==> config.mk <==
export PLATFORM = sky130hd
export DESIGN_NAME = ordered_list_shift_engine
export DESIGN_NICKNAME = d
export VERILOG_FILES = /design/src/olse_pkg.sv /design/src/olse_ram.sv /design/src/ordered_list_shift_engine.sv
export SDC_FILE = /design/constraint.sdc
export NUM_CORES = 2
export LEC_CHECK = 0
export BUFFER_PORTS_ARGS = -buffer_cell sky130_fd_sc_hd__buf_2
export CAP_MARGIN = 25
export CORE_MARGIN = 5
export CORE_UTILIZATION = 47
export DETAILED_ROUTE_END_ITERATION = 16
export PLACE_DENSITY = 0.67
export RECOVER_POWER = 100
export SLEW_MARGIN = 20
export SYNTH_ARGS = -nofsm -noshare
export SYNTH_HDL_FRONTEND = slang
export SYNTH_SLANG_ARGS = --single-unit
==> constraint.sdc <==
create_clock -name clk -period 4.61 [get_ports clk]
set_input_delay 0.2305 -clock clk [delete_from_list [all_inputs] [get_ports clk]]
set_output_delay 0.2305 -clock clk [all_outputs]
set_load 0.02 [all_outputs]
==> src/olse_pkg.sv <==
// Shared constants, operation and status codes, state and memory request types.
`timescale 1ns / 1ps
`default_nettype none

package olse_pkg;

    localparam int DEPTH  = 64;
    localparam int ADDR_W = $clog2(DEPTH);
    localparam int IDX_W  = 6;
    localparam int CNT_W  = 7;
    localparam int DATA_W = 32;

    typedef enum logic [2:0] {
        MODE_READ   = 3'd0,
        MODE_WRITE  = 3'd1,
        MODE_INSERT = 3'd2,
        MODE_REMOVE = 3'd3,
        MODE_DUMP   = 3'd4
    } mode_t;

    localparam logic [1:0] ST_OK    = 2'd0;
    localparam logic [1:0] ST_RANGE = 2'd1;
    localparam logic [1:0] ST_FULL  = 2'd2;
    localparam logic [1:0] ST_EMPTY = 2'd3;

    typedef enum logic [8:0] {
        S_IDLE     = 9'b000000001,
        S_FETCH    = 9'b000000010,
        S_SEND     = 9'b000000100,
        S_EMIT     = 9'b000001000,
        S_INS_RD   = 9'b000010000,
        S_INS_WR   = 9'b000100000,
        S_REM_TAKE = 9'b001000000,
        S_REM_RD   = 9'b010000000,
        S_REM_WR   = 9'b100000000
    } state_t;

    typedef struct packed {
        logic              wr_en;
        logic [ADDR_W-1:0] wr_addr;
        logic [DATA_W-1:0] wr_data;
        logic              rd_en;
        logic [ADDR_W-1:0] rd_addr;
    } ram_req_t;

endpackage

`default_nettype wire

==> src/olse_ram.sv <==
// List storage: one write port and one registered read port.
`timescale 1ns / 1ps
`default_nettype none

module olse_ram
    import olse_pkg::*;
(
    input  wire logic              clk,
    input  wire ram_req_t          req,
    output logic      [DATA_W-1:0] rd_data
);

    logic [DATA_W-1:0] mem [DEPTH];

    always_ff @(posedge clk)
    begin
        if (req.wr_en)
        begin
            mem[req.wr_addr] <= req.wr_data;
        end
        if (req.rd_en)
        begin
            rd_data <= mem[req.rd_addr];
        end
    end

endmodule

`default_nettype wire

==> src/ordered_list_shift_engine.sv <==
// Ordered list engine: read, write, insert, remove and dump over a list memory with one
// write port and one registered read port. Insert and remove shift the entries from the
// index to the end of the list, and each shifted entry costs one memory read and one
// memory write. Dump reads each word from memory before it sends it.
// Reset clears the count and the control state; memory contents are left as they are.
`timescale 1ns / 1ps
`default_nettype none

module ordered_list_shift_engine
    import olse_pkg::*;
(
    input  wire logic                     clk,
    input  wire logic                     rst_n,
    input  wire logic                     in_valid,
    output logic                          in_stall,
    input  wire logic        [2:0]        mode,
    input  wire logic        [IDX_W-1:0]  index,
    input  wire logic signed [DATA_W-1:0] value,
    output logic                          out_valid,
    input  wire logic                     out_stall,
    output logic signed      [DATA_W-1:0] data,
    output logic             [1:0]        status,
    output logic                          last
);

    state_t            state_reg, state_next;
    logic [CNT_W-1:0]  count_reg, count_next;
    logic [CNT_W-1:0]  ptr_reg, ptr_next;
    logic [IDX_W-1:0]  idx_reg, idx_next;
    logic [DATA_W-1:0] val_reg, val_next;
    logic              single_reg, single_next;
    logic [DATA_W-1:0] res_data_reg, res_data_next;
    logic [1:0]        res_status_reg, res_status_next;
    logic              out_valid_reg, out_valid_next;
    logic [DATA_W-1:0] out_data_reg, out_data_next;
    logic [1:0]        out_status_reg, out_status_next;
    logic              out_last_reg, out_last_next;

    ram_req_t          ram_req;
    logic [DATA_W-1:0] rd_data;
    logic              in_list;
    logic              out_free;
    logic              send_last;
    logic [CNT_W-1:0]  ptr_m1;
    logic [CNT_W-1:0]  ptr_p1;
    logic [CNT_W-1:0]  idx_ext;

    olse_ram u_ram
    (
        .clk     (clk),
        .req     (ram_req),
        .rd_data (rd_data)
    );

    assign in_list   = {1'b0, index} < count_reg;
    assign out_free  = !out_valid_reg || !out_stall;
    assign ptr_m1    = ptr_reg - CNT_W'(1);
    assign ptr_p1    = ptr_reg + CNT_W'(1);
    assign idx_ext   = {1'b0, idx_reg};
    assign send_last = single_reg || (ptr_p1 == count_reg);

    always_comb
    begin
        state_next      = state_reg;
        count_next      = count_reg;
        ptr_next        = ptr_reg;
        idx_next        = idx_reg;
        val_next        = val_reg;
        single_next     = single_reg;
        res_data_next   = res_data_reg;
        res_status_next = res_status_reg;
        out_valid_next  = out_valid_reg && out_stall;
        out_data_next   = out_data_reg;
        out_status_next = out_status_reg;
        out_last_next   = out_last_reg;
        ram_req         = '0;

        case (state_reg)
            S_IDLE:
            begin
                if (in_valid)
                begin
                    idx_next      = index;
                    val_next      = value;
                    res_data_next = '0;
                    case (mode)
                        MODE_READ:
                        begin
                            if (in_list)
                            begin
                                ram_req.rd_en   = 1'b1;
                                ram_req.rd_addr = index[ADDR_W-1:0];
                                ptr_next        = {1'b0, index};
                                single_next     = 1'b1;
                                state_next      = S_SEND;
                            end
                            else
                            begin
                                res_status_next = ST_RANGE;
                                state_next      = S_EMIT;
                            end
                        end
                        MODE_WRITE:
                        begin
                            if (in_list)
                            begin
                                ram_req.wr_en   = 1'b1;
                                ram_req.wr_addr = index[ADDR_W-1:0];
                                ram_req.wr_data = value;
                                res_status_next = ST_OK;
                            end
                            else
                            begin
                                res_status_next = ST_RANGE;
                            end
                            state_next = S_EMIT;
                        end
                        MODE_INSERT:
                        begin
                            if (count_reg >= CNT_W'(DEPTH))
                            begin
                                res_status_next = ST_FULL;
                                state_next      = S_EMIT;
                            end
                            else if (in_list)
                            begin
                                ptr_next   = count_reg;
                                state_next = S_INS_RD;
                            end
                            else
                            begin
                                ram_req.wr_en   = 1'b1;
                                ram_req.wr_addr = count_reg[ADDR_W-1:0];
                                ram_req.wr_data = value;
                                count_next      = count_reg + CNT_W'(1);
                                res_status_next = ST_OK;
                                state_next      = S_EMIT;
                            end
                        end
                        MODE_REMOVE:
                        begin
                            if (in_list)
                            begin
                                ram_req.rd_en   = 1'b1;
                                ram_req.rd_addr = index[ADDR_W-1:0];
                                state_next      = S_REM_TAKE;
                            end
                            else
                            begin
                                res_status_next = ST_RANGE;
                                state_next      = S_EMIT;
                            end
                        end
                        MODE_DUMP:
                        begin
                            if (count_reg == '0)
                            begin
                                res_status_next = ST_EMPTY;
                                state_next      = S_EMIT;
                            end
                            else
                            begin
                                ram_req.rd_en   = 1'b1;
                                ram_req.rd_addr = '0;
                                ptr_next        = '0;
                                single_next     = 1'b0;
                                state_next      = S_SEND;
                            end
                        end
                        default:
                        begin
                        end
                    endcase
                end
            end
            S_FETCH:
            begin
                ram_req.rd_en   = 1'b1;
                ram_req.rd_addr = ptr_reg[ADDR_W-1:0];
                state_next      = S_SEND;
            end
            S_SEND:
            begin
                if (out_free)
                begin
                    out_valid_next  = 1'b1;
                    out_data_next   = rd_data;
                    out_status_next = ST_OK;
                    out_last_next   = send_last;
                    if (send_last)
                    begin
                        state_next = S_IDLE;
                    end
                    else
                    begin
                        ptr_next   = ptr_p1;
                        state_next = S_FETCH;
                    end
                end
            end
            S_EMIT:
            begin
                if (out_free)
                begin
                    out_valid_next  = 1'b1;
                    out_data_next   = res_data_reg;
                    out_status_next = res_status_reg;
                    out_last_next   = 1'b1;
                    state_next      = S_IDLE;
                end
            end
            S_INS_RD:
            begin
                if (ptr_reg == idx_ext)
                begin
                    ram_req.wr_en   = 1'b1;
                    ram_req.wr_addr = idx_reg[ADDR_W-1:0];
                    ram_req.wr_data = val_reg;
                    count_next      = count_reg + CNT_W'(1);
                    res_status_next = ST_OK;
                    state_next      = S_EMIT;
                end
                else
                begin
                    ram_req.rd_en   = 1'b1;
                    ram_req.rd_addr = ptr_m1[ADDR_W-1:0];
                    state_next      = S_INS_WR;
                end
            end
            S_INS_WR:
            begin
                ram_req.wr_en   = 1'b1;
                ram_req.wr_addr = ptr_reg[ADDR_W-1:0];
                ram_req.wr_data = rd_data;
                ptr_next        = ptr_m1;
                state_next      = S_INS_RD;
            end
            S_REM_TAKE:
            begin
                res_data_next   = rd_data;
                res_status_next = ST_OK;
                ptr_next        = idx_ext + CNT_W'(1);
                state_next      = S_REM_RD;
            end
            S_REM_RD:
            begin
                if (ptr_reg == count_reg)
                begin
                    count_next = count_reg - CNT_W'(1);
                    state_next = S_EMIT;
                end
                else
                begin
                    ram_req.rd_en   = 1'b1;
                    ram_req.rd_addr = ptr_reg[ADDR_W-1:0];
                    state_next      = S_REM_WR;
                end
            end
            S_REM_WR:
            begin
                ram_req.wr_en   = 1'b1;
                ram_req.wr_addr = ptr_m1[ADDR_W-1:0];
                ram_req.wr_data = rd_data;
                ptr_next        = ptr_p1;
                state_next      = S_REM_RD;
            end
            default:
            begin
                state_next = S_IDLE;
            end
        endcase
    end

    always_ff @(posedge clk or negedge rst_n)
    begin
        if (!rst_n)
        begin
            state_reg     <= S_IDLE;
            count_reg     <= '0;
            out_valid_reg <= 1'b0;
        end
        else
        begin
            state_reg     <= state_next;
            count_reg     <= count_next;
            out_valid_reg <= out_valid_next;
        end
    end

    always_ff @(posedge clk)
    begin
        ptr_reg        <= ptr_next;
        idx_reg        <= idx_next;
        val_reg        <= val_next;
        single_reg     <= single_next;
        res_data_reg   <= res_data_next;
        res_status_reg <= res_status_next;
        out_data_reg   <= out_data_next;
        out_status_reg <= out_status_next;
        out_last_reg   <= out_last_next;
    end

    assign in_stall  = (state_reg != S_IDLE);
    assign out_valid = out_valid_reg;
    assign data      = out_data_reg;
    assign status    = out_status_reg;
    assign last      = out_last_reg;

endmodule

`default_nettype wire
==> results.py <==
metrics = {
    "run_status": {
        "status": "complete, but fails checks",
        "violations": "setup timing",
    },
    "die": {
        "coreArea_um2": 188000,
        "rows": 159,
        "boundaryPins": 82,
        "fp.dieH_um": 444,
        "dieArea_um2": 197000,
        "die_x_um": 444,
        "initial_core_util_pct": 47.2,
    },
    "route": {
        "via_count": 54900,
        "dr.pass1.iters": 7,
        "drtAntennaViolNets": 0,
        "totalWireLength_mm": 255,
        "detail_route.wl_per_cell_um": 27.9,
        "drt_iter0_markers": 7128,
        "post_drt_via_cell_ratio": 6.01,
        "drc": 0,
    },
    "setup_path": {
        "critical_path_class": "flip-flop to flip-flop",
        "crit_required_ns": 5.29,
        "crit_chain": "buf_4 > nor3_1 > nor3b_1 > xor2_1 > and2_1 > a221oi_2 > buf_4 > nand3b_1 > nor2b_2 > buf_4 > nand4_1 > o211ai_1 > a21oi_1 > o221ai_1",
        "r2r_cells": 14,
        "critPathMaxStageDelay_ns": 0.68,
        "r2r_slack_ns": -0.04,
        "start_kind": "flip-flop",
        "critPathMaxFanout": 11,
        "r2r_start": "ptr_reg[2]",
        "crit_arrival_ns": 5.34,
        "regToRegEndpoint": "u_ram.rd_data[2]",
        "path_buf_inv": 3,
        "critical-path-top-delay-family": "simple AND/OR/NAND/NOR gates",
        "crit_path_end_kind": "flip-flop",
        "critPathSlowestCell": "nor2b_2",
        "crit_top_cell": "buf_4",
    },
    "yosys": {
        "muxShareOfSynthArea_pct": 6.37,
        "ys_ff_latch": 2212,
        "syn_nets": 6129,
        "synth_top_area_share_pct": 74.5,
        "synth_top_family_by_area": "simple AND/OR/NAND/NOR gates",
        "synth_xor_area_share_pct": 0.414,
        "synthArstFlopShare_pct": 0.769,
        "synthCells": 6070,
        "yosys.area_share.simple_pct": 8.64,
        "synth_area_um2": 88500,
        "syn-mean-instance-area_um2": 14.6,
        "yosysSeqAreaShare_pct": 75.0,
        "synth_edf_count": 2195,
        "ys_types": 81,
        "synthTopCellsByCount": "edfxtp_1, nand2_1, mux2i_1",
        "synth.area.top_cells": "edfxtp_1, mux2i_1, nand2_1",
        "synth_area_leader_cell": "edfxtp_1",
        "synthFlopType": "edfxtp_1",
        "synth_compound_area_share_pct": 7.24,
        "synth_fa_ha_area_share_pct": 0.206,
        "yosysMostFrequentCell": "edfxtp_1",
        "ys.warnings.count": 0,
    },
    "timing": {
        "max_freq_mhz": 215,
        "fin_setup_tns_ns": -0.0469,
        "setup_violations": 2,
        "maxSlewViolCount": 0,
        "hold_violations": 0,
        "finClkSkew_ns": 0.0331,
        "tightestPinTransition_ns": 1.06,
        "setup_ws_ns": -0.0445,
        "fin_hold_ws_ns": 0.121,
        "max_slew_margin_pct": 29.2,
        "post-route-period-util_pct": 101,
        "rsz0062_at_grt": "yes",
        "finalCriticalPeriod_ns": 4.65,
    },
    "power_and_ir_drop": {
        "internal_power_uw": 33100,
        "p_seq_share_pct": 51.6,
        "pwr-share-clk_pct": 38.4,
        "irDropWorstVdd_uv": 355,
        "switching_share_pct": 24.1,
        "p_sw_uw": 10500,
        "cellLeakagePower_uw": 0.0341,
        "pwr-share-comb_pct": 9.9,
        "pwr_density_cell_nw_per_um2": 425,
    },
    "global_routing": {
        "grt_use_met1_pct": 34.5,
        "grt.busiest_layer": "met2",
        "grt_overflow": 0,
        "grt_use_met2_pct": 39.0,
        "grtUsageMet3_pct": 5.23,
        "grt_pass1_vias": 53200,
        "antenna_found_initial": 7,
        "gr-usage-all-layers_pct": 25.2,
        "grt_start_max_net_pins": 121,
        "grt_pass1_wl_mm": 366,
    },
    "cts": {
        "cts_max_level": 4,
        "clk_pin_slew_ns": 0.07,
        "root_buffer": "clkbuf_16",
        "cts_max_path_buffers": 3,
        "clock_latency_ns": 0.85,
        "post-cts-setup-buffers": 0,
        "cts_tree": "done",
        "cts-buffers-inserted": 214,
        "cts.sinks": 2212,
    },
    "final_layout": {
        "area_delta_synth_final_pct": 16.0,
        "fin_util_pct": 54.7,
        "regMostFlops": "u_ram.mem",
        "largest_reg_flops": 2048,
        "layout.cells.non_filler": 9133,
        "layout-drive-gt1-share_pct": 13.9,
        "fin_nets": 6513,
    },
    "placed_design": {
        "port_buffers": 81,
        "hpwl_mm": 156,
        "dp_cells": 8685,
        "pre_cts_ws_ns": -0.545,
        "gp_congestion": 0.986,
    },
    "job": {
        "maxCapViolations": 0,
    },
    "worst_hold_path": {
        "hold_depth": 2,
        "hold_end": "val_reg[29]",
        "hold_path_class": "input pin to flip-flop",
        "hold_path.startpoint": "value[29]",
    },
}
-- power by group through the flow --
stage | clock network, uW | logic (uW) | registers [uW]
5_1_grt | 17800 | 4560 | 22500
4_1_cts | 17000 | 4280 | 22500
6_report | 16800 | 4330 | 22500
2_1_floorplan | 0 | 2380 | 22900
3_5_place_dp | 0 | 4210 | 22900
3_3_place_gp | 0 | 4150 | 22900
-- repair_timing --
| action | CTS | global route |
|---|---|---|
| pin swaps | 0 | 1 |
| setup endpoints to repair | 5 | 31 |
| endpoints found under the hold margin | 107 | 0 |
| resized for setup | 8 | 19 |
| hold buffers | 48 | 0 |
-- cell usage in the layout (no fill, tap or decap), types with 17 or more instances in the layout --
cell type,count
a222oi_1,37
nand4_1,44
mux2i_1,488
xnor2_1,23
edfxtp_1,2195
nor2_1,105
a211oi_1,45
buf_12,112
nand3_1,156
nand2_1,1284
o211ai_1,20
o22ai_1,84
clkbuf_16,214
clkinv_1,57
nor2_4,69
a21oi_1,389
a311oi_1,20
inv_1,19
o21ai_0,158
inv_2,33
and2_1,39
dlygate4sd3_1,48
a31oi_1,54
clkinv_2,39
clkbuf_1,121
xor2_1,17
a32oi_1,81
buf_4,278
mux2_2,67
and3_1,28
-- how the worst max path moves through the flow --
stage / startpoint / to / slack (ns) / depth (start not counted)
final: ptr_reg[2] / u_ram.rd_data[2] / -0.04 / 14
after global routing: count_reg[4] / u_ram.rd_data[16] / -0.0009 / 14
after CTS: count_reg[2] / u_ram.rd_data[10] / 0.03 / 15
after detailed placement: state_reg[3] / u_ram.rd_data[28] / -0.54 / 15
after global placement: state_reg[3] / u_ram.rd_data[28] / -0.49 / 15
after floorplan: count_reg[5] / u_ram.mem[41][0] / -0.09 / 14
-- final cells by class --
class | count | area (um2)
Fill cell | 14700 | 85000
Sequential cell | 2212 | 66300
Multi-Input combinational cell | 3444 | 21100
Clock buffer | 262 | 5540
Timing Repair Buffer | 529 | 5230
Tap cell | 2495 | 3120
Clock inverter | 133 | 1130
Inverter | 53 | 201
Antenna cell | 5 | 12.5
-- metal layers --
metal / vias up / wire length, um
met3: 536 / 25200
met2: 3030 / 116000
met4: 2 / 13300
li1: 23800 / -
met5: - / 12
met1: 27500 / 100000
-- stage by stage --
stage,area (um2),total power [uW]
after floorplan,88500,25300
after global placement,95400,27100
after detailed placement,95400,27200
after CTS,103000,43800
after global routing,103000,44900
final,103000,43600
-- cell families (layout without fill, tap and decap cells) --
| group | after synthesis | in the layout |
|---|---|---|
| XOR/XNOR | 41 | 41 |
| AND/OR/NAND/NOR | 1816 | 1816 |
| multiplexers | 555 | 555 |
| adder cells (fa/ha/maj) | 14 | 14 |
| buffers and inverters | 414 | 977 |
| flip-flops | 2212 | 2212 |
| AO/OA/AOI/OAI | 1018 | 1018 |
| other | 0 | 5 |
No activity file was read; power rests on OpenSTA's default activity.
